File: src/rtl/floppy_rw_command_builder_assert.svh
// Assertion macros used by the floppy command builder RTL.
`ifndef FLOPPY_RW_COMMAND_BUILDER_ASSERT_SVH
`define FLOPPY_RW_COMMAND_BUILDER_ASSERT_SVH

// Same-cycle implication, disabled while reset is high.
`define FCB_ASSERT_NOW(label, clk, rst, ante, cons) \
   label: assert property (@(posedge clk) disable iff (rst) (ante) |-> (cons)) \
      else $error("same-cycle check failed");

// Next-cycle implication, disabled while reset is high.
`define FCB_ASSERT_NEXT(label, clk, rst, ante, cons) \
   label: assert property (@(posedge clk) disable iff (rst) (ante) |=> (cons)) \
      else $error("next-cycle check failed");

`endif

File: src/rtl/fcb_pkg.sv
// Package with the types and constants of the floppy command builder.
`timescale 1ns / 1ps
`default_nettype none

package fcb_pkg;

   // Width of a logical block number.
   localparam int BLOCK_BITS = 16;

   // Divisors are at most sectors per track times head count (189).
   localparam int DIVISOR_W = 8;
   localparam int DIV_CNT_W = $clog2(BLOCK_BITS);

   // Request queue between the front and the back.
   localparam int QUEUE_DEPTH = 2;
   localparam int QPTR_W      = $clog2(QUEUE_DEPTH);
   localparam int QCNT_W      = $clog2(QUEUE_DEPTH + 1);

   // Configuration port.
   localparam int CSR_INDEX_W = 3;
   localparam int CSR_DATA_W  = 8;

   typedef enum logic [CSR_INDEX_W-1:0] {
      CSR_SECTORS  = 3'd0,
      CSR_HEADS    = 3'd1,
      CSR_READ_OP  = 3'd2,
      CSR_WRITE_OP = 3'd3,
      CSR_GAP      = 3'd4
   } fcb_csr_type;

   // Reset values of the configuration registers.
   localparam logic [5:0] SECTORS_RESET  = 6'd18;
   localparam logic [1:0] HEADS_RESET    = 2'd2;
   localparam logic [7:0] READ_OP_RESET  = 8'd230;
   localparam logic [7:0] WRITE_OP_RESET = 8'd197;
   localparam logic [7:0] GAP_RESET      = 8'd27;

   // Fixed bytes of the command packet.
   localparam logic [7:0] SIZE_CODE = 8'd2;
   localparam logic [7:0] PAD_BYTE  = 8'hff;

   // One queued request, already resolved to its opcode.
   typedef struct packed {
      logic [7:0]            opcode;
      logic [BLOCK_BITS-1:0] block;
   } fcb_item_type;

   // Disk geometry seen by the back part.
   typedef struct packed {
      logic [5:0] sectors;
      logic [1:0] heads;
      logic [7:0] gap;
   } fcb_geom_type;

endpackage

`default_nettype wire

File: src/rtl/fcb_front.sv
// Front part: configuration registers, request intake and the request queue.
`timescale 1ns / 1ps
`default_nettype none

module fcb_front import fcb_pkg::*; (
   input  wire logic                   clock,
   input  wire logic                   reset,
   input  wire logic                   start,
   output logic                        busy,
   input  wire logic                   req_action,
   input  wire logic [BLOCK_BITS-1:0]  req_block,
   input  wire logic                   csr_valid,
   output logic                        csr_ready,
   input  wire logic [CSR_INDEX_W-1:0] csr_index,
   input  wire logic [CSR_DATA_W-1:0]  csr_data,
   output fcb_geom_type                geom,
   output logic                        q_valid,
   output fcb_item_type                q_item,
   input  wire logic                   q_pop
);

   logic [5:0]   sectors_ff;
   logic [1:0]   heads_ff;
   logic [7:0]   read_op_ff;
   logic [7:0]   write_op_ff;
   logic [7:0]   gap_ff;

   fcb_item_type entry_ff [QUEUE_DEPTH];
   logic [QPTR_W-1:0] wr_ptr_ff;
   logic [QPTR_W-1:0] rd_ptr_ff;
   logic [QCNT_W-1:0] count_ff;
   logic [QCNT_W-1:0] count_in;
   logic              push;
   fcb_item_type      new_item;

   // Configuration words are always taken.
   assign csr_ready = 1'b1;

   always_ff @(posedge clock) begin
      if (reset) begin
         sectors_ff  <= SECTORS_RESET;
         heads_ff    <= HEADS_RESET;
         read_op_ff  <= READ_OP_RESET;
         write_op_ff <= WRITE_OP_RESET;
         gap_ff      <= GAP_RESET;
      end else if (csr_valid) begin
         unique case (csr_index)
            CSR_SECTORS:  sectors_ff  <= csr_data[5:0];
            CSR_HEADS:    heads_ff    <= csr_data[1:0];
            CSR_READ_OP:  read_op_ff  <= csr_data;
            CSR_WRITE_OP: write_op_ff <= csr_data;
            CSR_GAP:      gap_ff      <= csr_data;
            default: begin
            end
         endcase
      end
   end

   assign geom = '{sectors: sectors_ff, heads: heads_ff, gap: gap_ff};

   // Classify the request: a write takes the write opcode, a read the read opcode.
   always_comb begin
      new_item.opcode = req_action ? write_op_ff : read_op_ff;
      new_item.block  = req_block;
   end

   assign busy    = (count_ff == QCNT_W'(QUEUE_DEPTH));
   assign push    = start && !busy;
   assign q_valid = (count_ff != '0);
   assign q_item  = entry_ff[rd_ptr_ff];

   always_comb begin
      count_in = count_ff;
      if (push && !q_pop) begin
         count_in = count_ff + QCNT_W'(1);
      end else if (q_pop && !push) begin
         count_in = count_ff - QCNT_W'(1);
      end
   end

   // Queue pointers and fill count.
   always_ff @(posedge clock) begin
      if (reset) begin
         wr_ptr_ff <= '0;
         rd_ptr_ff <= '0;
         count_ff  <= '0;
      end else begin
         if (push) begin
            wr_ptr_ff <= wr_ptr_ff + QPTR_W'(1);
         end
         if (q_pop) begin
            rd_ptr_ff <= rd_ptr_ff + QPTR_W'(1);
         end
         count_ff <= count_in;
      end
   end

   // Queue storage needs no reset.
   always_ff @(posedge clock) begin
      if (push) begin
         entry_ff[wr_ptr_ff] <= new_item;
      end
   end

endmodule

`default_nettype wire

File: src/rtl/fcb_div.sv
// Restoring serial divider, one quotient bit per cycle.
`timescale 1ns / 1ps
`default_nettype none

module fcb_div import fcb_pkg::*; (
   input  wire logic                  clock,
   input  wire logic                  reset,
   input  wire logic                  start,
   input  wire logic [BLOCK_BITS-1:0] dividend,
   input  wire logic [DIVISOR_W-1:0]  divisor,
   output logic [BLOCK_BITS-1:0]      quotient,
   output logic [BLOCK_BITS-1:0]      remainder,
   output logic                       done
);

   logic [BLOCK_BITS-1:0] quo_ff;
   logic [BLOCK_BITS-1:0] rem_ff;
   logic [DIVISOR_W-1:0]  divisor_ff;
   logic [DIV_CNT_W-1:0]  cnt_ff;
   logic                  run_ff;
   logic                  done_ff;
   logic [BLOCK_BITS:0]   trial;
   logic [BLOCK_BITS:0]   diff;
   logic                  fits;
   logic [BLOCK_BITS-1:0] rem_in;
   logic [BLOCK_BITS-1:0] quo_in;

   // One restoring step. A zero divisor always fits, which gives an all-ones
   // quotient and leaves the dividend as the remainder.
   always_comb begin
      trial  = {rem_ff, quo_ff[BLOCK_BITS-1]};
      diff   = trial - (BLOCK_BITS + 1)'(divisor_ff);
      fits   = (trial >= (BLOCK_BITS + 1)'(divisor_ff));
      rem_in = fits ? diff[BLOCK_BITS-1:0] : trial[BLOCK_BITS-1:0];
      quo_in = {quo_ff[BLOCK_BITS-2:0], fits};
   end

   // Control: run for BLOCK_BITS steps, then hold the result until the next start.
   always_ff @(posedge clock) begin
      if (reset) begin
         run_ff  <= 1'b0;
         done_ff <= 1'b0;
         cnt_ff  <= '0;
      end else if (start) begin
         run_ff  <= 1'b1;
         done_ff <= 1'b0;
         cnt_ff  <= DIV_CNT_W'(BLOCK_BITS - 1);
      end else if (run_ff) begin
         cnt_ff <= cnt_ff - DIV_CNT_W'(1);
         if (cnt_ff == '0) begin
            run_ff  <= 1'b0;
            done_ff <= 1'b1;
         end
      end
   end

   // Datapath.
   always_ff @(posedge clock) begin
      if (start) begin
         quo_ff     <= dividend;
         rem_ff     <= '0;
         divisor_ff <= divisor;
      end else if (run_ff) begin
         quo_ff <= quo_in;
         rem_ff <= rem_in;
      end
   end

   assign quotient  = quo_ff;
   assign remainder = rem_ff;
   assign done      = done_ff;

endmodule

`default_nettype wire

File: src/rtl/fcb_back.sv
// Back part: geometry division and emission of the nine command bytes.
`timescale 1ns / 1ps
`default_nettype none

`include "floppy_rw_command_builder_assert.svh"

module fcb_back import fcb_pkg::*; (
   input  wire logic         clock,
   input  wire logic         reset,
   input  wire fcb_geom_type geom,
   input  wire logic         q_valid,
   input  wire fcb_item_type q_item,
   output logic              q_pop,
   output logic              rsp_valid,
   output logic [7:0]        rsp_cmd_byte,
   output logic              rsp_last
);

   typedef enum logic [1:0] {
      DIV_IDLE,
      DIV_RUN,
      DIV_HOLD
   } div_state_type;

   typedef enum logic [3:0] {
      BYTE_OPCODE,
      BYTE_HEAD_SEL,
      BYTE_TRACK,
      BYTE_HEAD,
      BYTE_SECTOR,
      BYTE_SIZE,
      BYTE_EOT,
      BYTE_GAP,
      BYTE_PAD
   } byte_pos_type;

   div_state_type         div_state_ff;
   div_state_type         div_state_in;
   logic [7:0]            opcode_ff;

   logic                  emit_active_ff;
   byte_pos_type          byte_ff;
   logic [7:0]            emit_opcode_ff;
   logic [7:0]            emit_head_ff;
   logic [7:0]            emit_track_ff;
   logic [7:0]            emit_sector_ff;
   logic                  rsp_valid_ff;
   logic [7:0]            rsp_cmd_byte_ff;
   logic                  rsp_last_ff;
   logic [7:0]            byte_in;

   logic [DIVISOR_W-1:0]  cyl_size;
   logic [DIVISOR_W-1:0]  sectors_x2;
   logic [BLOCK_BITS-1:0] q_cyl;
   logic [BLOCK_BITS-1:0] r_cyl;
   logic [BLOCK_BITS-1:0] q_sec;
   logic [BLOCK_BITS-1:0] r_sec;
   logic                  done_c;
   logic                  done_s;
   logic [BLOCK_BITS-1:0] head_full;
   logic                  emit_free;
   logic                  result_ready;
   logic                  load_go;
   logic                  start_div;

   // Cylinder size fits in eight bits (at most 63 times 3).
   always_comb begin
      cyl_size   = DIVISOR_W'({2'b00, geom.sectors} * {6'd0, geom.heads});
      sectors_x2 = {1'b0, geom.sectors, 1'b0};
   end

   // Track and cylinder remainder from block / cylinder size.
   fcb_div u_div_cyl (
      .clock     (clock),
      .reset     (reset),
      .start     (start_div),
      .dividend  (q_item.block),
      .divisor   (cyl_size),
      .quotient  (q_cyl),
      .remainder (r_cyl),
      .done      (done_c)
   );

   // Sector from block mod sectors per track; the quotient serves a zero cylinder.
   fcb_div u_div_sec (
      .clock     (clock),
      .reset     (reset),
      .start     (start_div),
      .dividend  (q_item.block),
      .divisor   ({2'b00, geom.sectors}),
      .quotient  (q_sec),
      .remainder (r_sec),
      .done      (done_s)
   );

   // Head: the cylinder remainder is below three tracks, so two compares pick it.
   // With a zero cylinder size the remainder is the whole block, and the head is
   // the block divided by sectors per track.
   always_comb begin
      if (cyl_size == '0) begin
         head_full = q_sec;
      end else if (r_cyl[7:0] >= sectors_x2) begin
         head_full = BLOCK_BITS'(2);
      end else if (r_cyl[7:0] >= {2'b00, geom.sectors}) begin
         head_full = BLOCK_BITS'(1);
      end else begin
         head_full = '0;
      end
   end

   // Hand-off between the divider and the byte emitter.
   always_comb begin
      emit_free    = !emit_active_ff || (byte_ff == BYTE_PAD);
      result_ready = ((div_state_ff == DIV_RUN) && done_c) || (div_state_ff == DIV_HOLD);
      load_go      = result_ready && emit_free;
      start_div    = q_valid && ((div_state_ff == DIV_IDLE) || load_go);
      q_pop        = start_div;
   end

   always_comb begin
      div_state_in = div_state_ff;
      unique case (div_state_ff)
         DIV_IDLE: begin
            if (start_div) begin
               div_state_in = DIV_RUN;
            end
         end
         DIV_RUN, DIV_HOLD: begin
            if (result_ready) begin
               if (load_go) begin
                  div_state_in = start_div ? DIV_RUN : DIV_IDLE;
               end else begin
                  div_state_in = DIV_HOLD;
               end
            end
         end
         default: div_state_in = DIV_IDLE;
      endcase
   end

   // Byte selection for the current packet position.
   always_comb begin
      unique case (byte_ff)
         BYTE_OPCODE:   byte_in = emit_opcode_ff;
         BYTE_HEAD_SEL: byte_in = {emit_head_ff[5:0], 2'b00};
         BYTE_TRACK:    byte_in = emit_track_ff;
         BYTE_HEAD:     byte_in = emit_head_ff;
         BYTE_SECTOR:   byte_in = emit_sector_ff;
         BYTE_SIZE:     byte_in = SIZE_CODE;
         BYTE_EOT:      byte_in = {2'b00, geom.sectors};
         BYTE_GAP:      byte_in = geom.gap;
         BYTE_PAD:      byte_in = PAD_BYTE;
         default:       byte_in = PAD_BYTE;
      endcase
   end

   // Control state and registered outputs.
   always_ff @(posedge clock) begin
      if (reset) begin
         div_state_ff   <= DIV_IDLE;
         emit_active_ff <= 1'b0;
         byte_ff        <= BYTE_OPCODE;
         rsp_valid_ff   <= 1'b0;
         rsp_last_ff    <= 1'b0;
      end else begin
         div_state_ff <= div_state_in;
         rsp_valid_ff <= emit_active_ff;
         rsp_last_ff  <= emit_active_ff && (byte_ff == BYTE_PAD);
         if (load_go) begin
            emit_active_ff <= 1'b1;
            byte_ff        <= BYTE_OPCODE;
         end else if (emit_active_ff && (byte_ff == BYTE_PAD)) begin
            emit_active_ff <= 1'b0;
            byte_ff        <= BYTE_OPCODE;
         end else if (emit_active_ff) begin
            byte_ff <= byte_pos_type'(byte_ff + 4'd1);
         end
      end
   end

   // Payload registers.
   always_ff @(posedge clock) begin
      rsp_cmd_byte_ff <= byte_in;
      if (start_div) begin
         opcode_ff <= q_item.opcode;
      end
      if (load_go) begin
         emit_opcode_ff <= opcode_ff;
         emit_head_ff   <= head_full[7:0];
         emit_track_ff  <= q_cyl[7:0];
         emit_sector_ff <= r_sec[7:0] + 8'd1;
      end
   end

   assign rsp_valid    = rsp_valid_ff;
   assign rsp_cmd_byte = rsp_cmd_byte_ff;
   assign rsp_last     = rsp_last_ff;

   `FCB_ASSERT_NOW(a_hold_has_result, clock, reset, div_state_ff == DIV_HOLD, done_c)
   `FCB_ASSERT_NOW(a_dividers_in_step, clock, reset, 1'b1, done_c == done_s)
   `FCB_ASSERT_NEXT(a_load_starts_packet, clock, reset, load_go, emit_active_ff && byte_ff == BYTE_OPCODE)

endmodule

`default_nettype wire

File: src/rtl/floppy_rw_command_builder.sv
// Top level of the floppy read/write command builder.
`timescale 1ns / 1ps
`default_nettype none

// A request (action, block) is taken when start is high and busy is low; up to two
// requests wait in a queue while an earlier one is being worked on. Each request
// produces nine command bytes on consecutive cycles, each shown for one cycle with
// rsp_valid, the ninth marked by rsp_last. The receiver cannot stall the output, so
// it must take every byte in the cycle it appears. The block number is split into
// track, head and sector by two serial dividers that retire one quotient bit per
// cycle, then hand the result to the byte emitter; byte emission overlaps the next
// division. Configuration words are always accepted and should be written only
// while no request is in flight.
module floppy_rw_command_builder import fcb_pkg::*; (
   input  wire logic                   clock,
   input  wire logic                   reset,
   input  wire logic                   start,
   output logic                        busy,
   input  wire logic                   req_action,
   input  wire logic [BLOCK_BITS-1:0]  req_block,
   output logic                        rsp_valid,
   output logic [7:0]                  rsp_cmd_byte,
   output logic                        rsp_last,
   input  wire logic                   csr_valid,
   output logic                        csr_ready,
   input  wire logic [CSR_INDEX_W-1:0] csr_index,
   input  wire logic [CSR_DATA_W-1:0]  csr_data
);

   fcb_geom_type geom;
   logic         q_valid;
   fcb_item_type q_item;
   logic         q_pop;

   // Intake, configuration and request queue.
   fcb_front u_front (
      .clock      (clock),
      .reset      (reset),
      .start      (start),
      .busy       (busy),
      .req_action (req_action),
      .req_block  (req_block),
      .csr_valid  (csr_valid),
      .csr_ready  (csr_ready),
      .csr_index  (csr_index),
      .csr_data   (csr_data),
      .geom       (geom),
      .q_valid    (q_valid),
      .q_item     (q_item),
      .q_pop      (q_pop)
   );

   // Division and command byte emission.
   fcb_back u_back (
      .clock        (clock),
      .reset        (reset),
      .geom         (geom),
      .q_valid      (q_valid),
      .q_item       (q_item),
      .q_pop        (q_pop),
      .rsp_valid    (rsp_valid),
      .rsp_cmd_byte (rsp_cmd_byte),
      .rsp_last     (rsp_last)
   );

endmodule

`default_nettype wire
File: config.mk
export PLATFORM = sky130hd
export DESIGN_NAME = floppy_rw_command_builder
export DESIGN_NICKNAME = d
export VERILOG_FILES = /design/src/rtl/fcb_pkg.sv /design/src/rtl/fcb_front.sv /design/src/rtl/fcb_div.sv /design/src/rtl/fcb_back.sv /design/src/rtl/floppy_rw_command_builder.sv
export VERILOG_INCLUDE_DIRS = /design/src /design/src/rtl
export SDC_FILE = /design/constraint.sdc
export NUM_CORES = 1
export LEC_CHECK = 0
export BUFFER_PORTS_ARGS = -buffer_cell sky130_fd_sc_hd__buf_4
export CELL_PAD_IN_SITES_DETAIL_PLACEMENT = 1
export CELL_PAD_IN_SITES_GLOBAL_PLACEMENT = 1
export CORE_MARGIN = 2
export CORE_UTILIZATION = 39
export DETAILED_ROUTE_END_ITERATION = 16
export PLACE_DENSITY = 0.73
export REMOVE_ABC_BUFFERS = 1
export SYNTH_ARGS = -nofsm -noshare
export SYNTH_HDL_FRONTEND = slang
export SYNTH_SLANG_ARGS = --single-unit
File: constraint.sdc
create_clock -name clock -period 4.6 [get_ports clock]
set_input_delay 0.69 -clock clock [delete_from_list [all_inputs] [get_ports clock]]
set_output_delay 0.69 -clock clock [all_outputs]
set_load 0.05 [all_outputs]
==> flow_summary.yaml <==
critical_path:
  crit_slowest_cell: "or4b_1"
  timing.critical_path.slowest_cell_delay_ns: 0.54
  worstPathBufferInverterCount: 1
  cp_top_family: "simple AND/OR/NAND/NOR gates"
  cp.required_ns: 4.89
  worst_setup_path_start_kind: "flip-flop"
  largest_driver_fanout_on_the_critical_path: 8
  crit_chain: "and2_1 -> ha_1 -> inv_1 -> fa_1 -> nand2b_1 -> a21oi_1 -> xor2_1 -> or4b_1 -> nor4_4 -> mux2_1"
  critical_path_arrival_ns: 3.69
  timing.critical_path.to_type: "flip-flop"
  worst-setup-path-type: "reg2reg"
placed_design:
  post-place-ws_ns: 1.189
  hpwl_um: 17340
  placed_cells_incl_taps: 1354
  routabilityCongestion: 0.8046
  port_buffers: 42
global_route:
  grt_pass1_vias: 7611
  grt_remaining_overflow: 0
  globalRouteTotalUtil_pct: 17.53
  grt_start_max_net_pins: 76
  grt_pass1_wl_um: 40530
  antenna_found_initial: 0
sta:
  layout_setup_ws_ns: 1.200
  worst_rel_slew_slack_pct: 32.57
  maxSlewViolCount: 0
  final.hold.worst_slack_ns: 0.3167
  timing.clock.skew_ns: 0.03107
  setup_violations: 0
  finalHoldViolations: 0
  min_period_over_period_pct: 73.91
  max_clock_freq_mhz: 294.1
  final_period_minus_worst_setup_slack_ns: 3.400
  tightestPinTransition_ns: 1.012
  rsz0062_at_grt: "false"
route:
  detail_route.vias_per_cell: 5.317
  totalWireLength_um: 24890
  drc_errors: 0
  routed_wire_length_per_instance_um: 17.75
  drtPass1Iterations: 5
  ant_nets: 0
  drt_first_iter_violations: 469
  route.vias.total: 7455
die:
  placementRows: 60
  start_util_pct: 39.89
  core-area_mm2: 0.02710
  die_w_um: 170.5
  fp.dieArea_mm2: 0.02907
  die-height_um: 170.5
  top_level_ports: 44
clock_tree:
  postCtsHoldBufs: 0
  root_buffer_selected_by_cts: "clkbuf_16"
  h-tree-depth: 1
  cts_num_sinks: 231
  cts_tree: "done"
  clock_tree.buffer_depth: 3
  cts-buffers-inserted: 26
  clk_latency_ns: 0.56
  cts_post_setup_buffers_inserted: 0
  postCtsResizedCells: 0
  clkTransAtPathRegs_ns: 0.06
pwr:
  p_leak_nw: 4.558
  vdd.ir_drop.worst_mv: 0.4005
  power.density_mw_per_mm2: 701.3
finish:
  area_delta_synth_final_pct: 13.96
  finalNetCount: 1088
  post_layout_nonfiller_instances: 1402
  n_antenna_cell: 0
  mostFrequentLayoutCell: "edfxtp_1"
  final_cell_mix: "edfxtp_1, dfxtp_1, nand2_1, a21oi_1, nor2_1"
  drive_gt1_share_pct: 12.23
yosys:
  portion_of_synthesized_cell_area_occupied_by_the_leading_cell_type_pct: 37.22
  synthArstFlopShare_pct: 0
  number_of_synthesized_flops_with_an_enable_pin: 134
  synth.largest_area_cell: "edfxtp_1"
  post_synth_inst_count: 983
  synth_cell_type_count: 74
  mean_post_synth_cell_area_um2: 11.00
  synth-seq-area-share_pct: 55.18
  synthesis.area_mm2: 0.01081
  synth_seq_cells: 231
  yosysWarningCount: 0
  dominant_cells_by_area_after_synthesis: "edfxtp_1, dfxtp_1, ha_1"
  ys.flop_type: "edfxtp_1"
outcome:
  outcome: "finished, final reports clean"
run:
  maxCapViolCount: 0
min_path:
  hold_path.class: "in2reg"
## state kept, by name (all words and copies together) (netlist names), 16 cells and up, named ones only
| signal | flops |
|---|---|
| u_front.entry_ff | 48 |
| u_back.u_div_cyl.quotient | 16 |
| u_back.u_div_cyl.remainder | 16 |
| u_back.u_div_sec.quotient | 16 |
| u_back.u_div_sec.remainder | 16 |
## worst reg2reg max path, cell delays in order, from the launching register on
cell      delay, ns
dfxtp_1        0.46
and2_1         0.18
ha_1           0.19
inv_1          0.07
fa_1           0.40
nand2b_1       0.16
a21oi_1        0.25
xor2_1         0.13
or4b_1         0.54
nor4_4         0.38
mux2_1         0.38
## power by group
| part | switching, mW | total (mW) | internal (mW) |
|---|---|---|---|
| Sequential | 0.421 | 3.46 | 3.04 |
| Combinational | 1.91 | 3.15 | 1.24 |
| Clock | 0.840 | 2.03 | 1.20 |
## final cells by class
cell class | count | area, µm²
sequential | 231 | 5966
tap | 372 | 465.4
fill | 2950 | 14780
clock buffer | 32 | 735.7
inverter | 42 | 157.7
clock inverter | 16 | 127.6
multi-input combinational | 658 | 4473
timing repair buffer | 51 | 395.4
## logic make-up (layout without fill, tap and decap cells)
logic type | after synthesis | after routing | synth area share [%]
other | 1 | 1 | 0.03468
DFF | 231 | 231 | 55.18
buffers and inverters | 94 | 141 | 3.576
muxes | 45 | 45 | 4.398
adders and majority gates | 46 | 46 | 5.532
AOI/OAI and AO/OA | 243 | 243 | 14.60
xor gates and xnor gates | 42 | 42 | 3.402
and+or+nand+nor | 281 | 281 | 13.27
## final timing paths
kind	startpoint	to	slack (ns)	cells past startpoint
setup reg to reg	u_front.sectors_ff[0]$_SDFFE_PP0P_	u_back.emit_head_ff[1]$_DFFE_PP_	1.20	10
setup / recovery	u_front.sectors_ff[0]$_SDFFE_PP0P_	u_back.emit_head_ff[1]$_DFFE_PP_	1.20	10
hold reg to reg	u_back.opcode_ff[1]$_DFFE_PP_	u_back.emit_opcode_ff[1]$_DFFE_PP_	0.42	0
hold / removal	req_block[5]	u_front.entry_ff[1][5]$_DFFE_PP_	0.32	1
## cells in the mapped netlist (4+ instances only)
cell type,n
edfxtp_1,134
dfxtp_1,97
nand2_1,96
a21oi_1,80
nor2_1,52
o21ai_0,44
ha_1,43
inv_1,42
clkbuf_1,37
o21a_1,35
mux2i_1,25
xnor2_1,24
xor2_1,18
and2_1,17
nand3_1,17
mux2_2,16
nor2b_1,14
nand2b_1,11
nand3b_1,11
a211oi_1,10
a22oi_1,10
nor4_1,10
a211o_1,9
and3_1,9
buf_2,9
nor3_1,9
or3_1,7
a222oi_1,6
a31oi_1,6
o21ai_1,5
o31ai_1,5
mux2_1,4
nand4_1,4
nor3b_1,4
or4_1,4
## layer usage
layer	track usage [%]	vias up	routed length, µm
met2	30.08	119	11850
met3	2.545	36	1028
met5	0	-	0
met1	23.62	3659	11530
li1	-	3641	-
met4	3.716	0	484
## through the flow
stage / utilization, % / total power, mW / TNS (ns) / cell area (µm²)
6_report: 45.46 / 8.641 / 0 / 12320
5_1_grt: 45.46 / 9.257 / 0 / 12320
4_1_cts: 45.46 / 8.740 / 0 / 12320
3_5_place_dp: 42.28 / 6.662 / 0 / 11460
3_3_place_gp: 42.28 / 6.547 / 0 / 11460
2_1_floorplan: - / 5.675 / -66.71 / 10580
(Power assumes the default switching activity.)
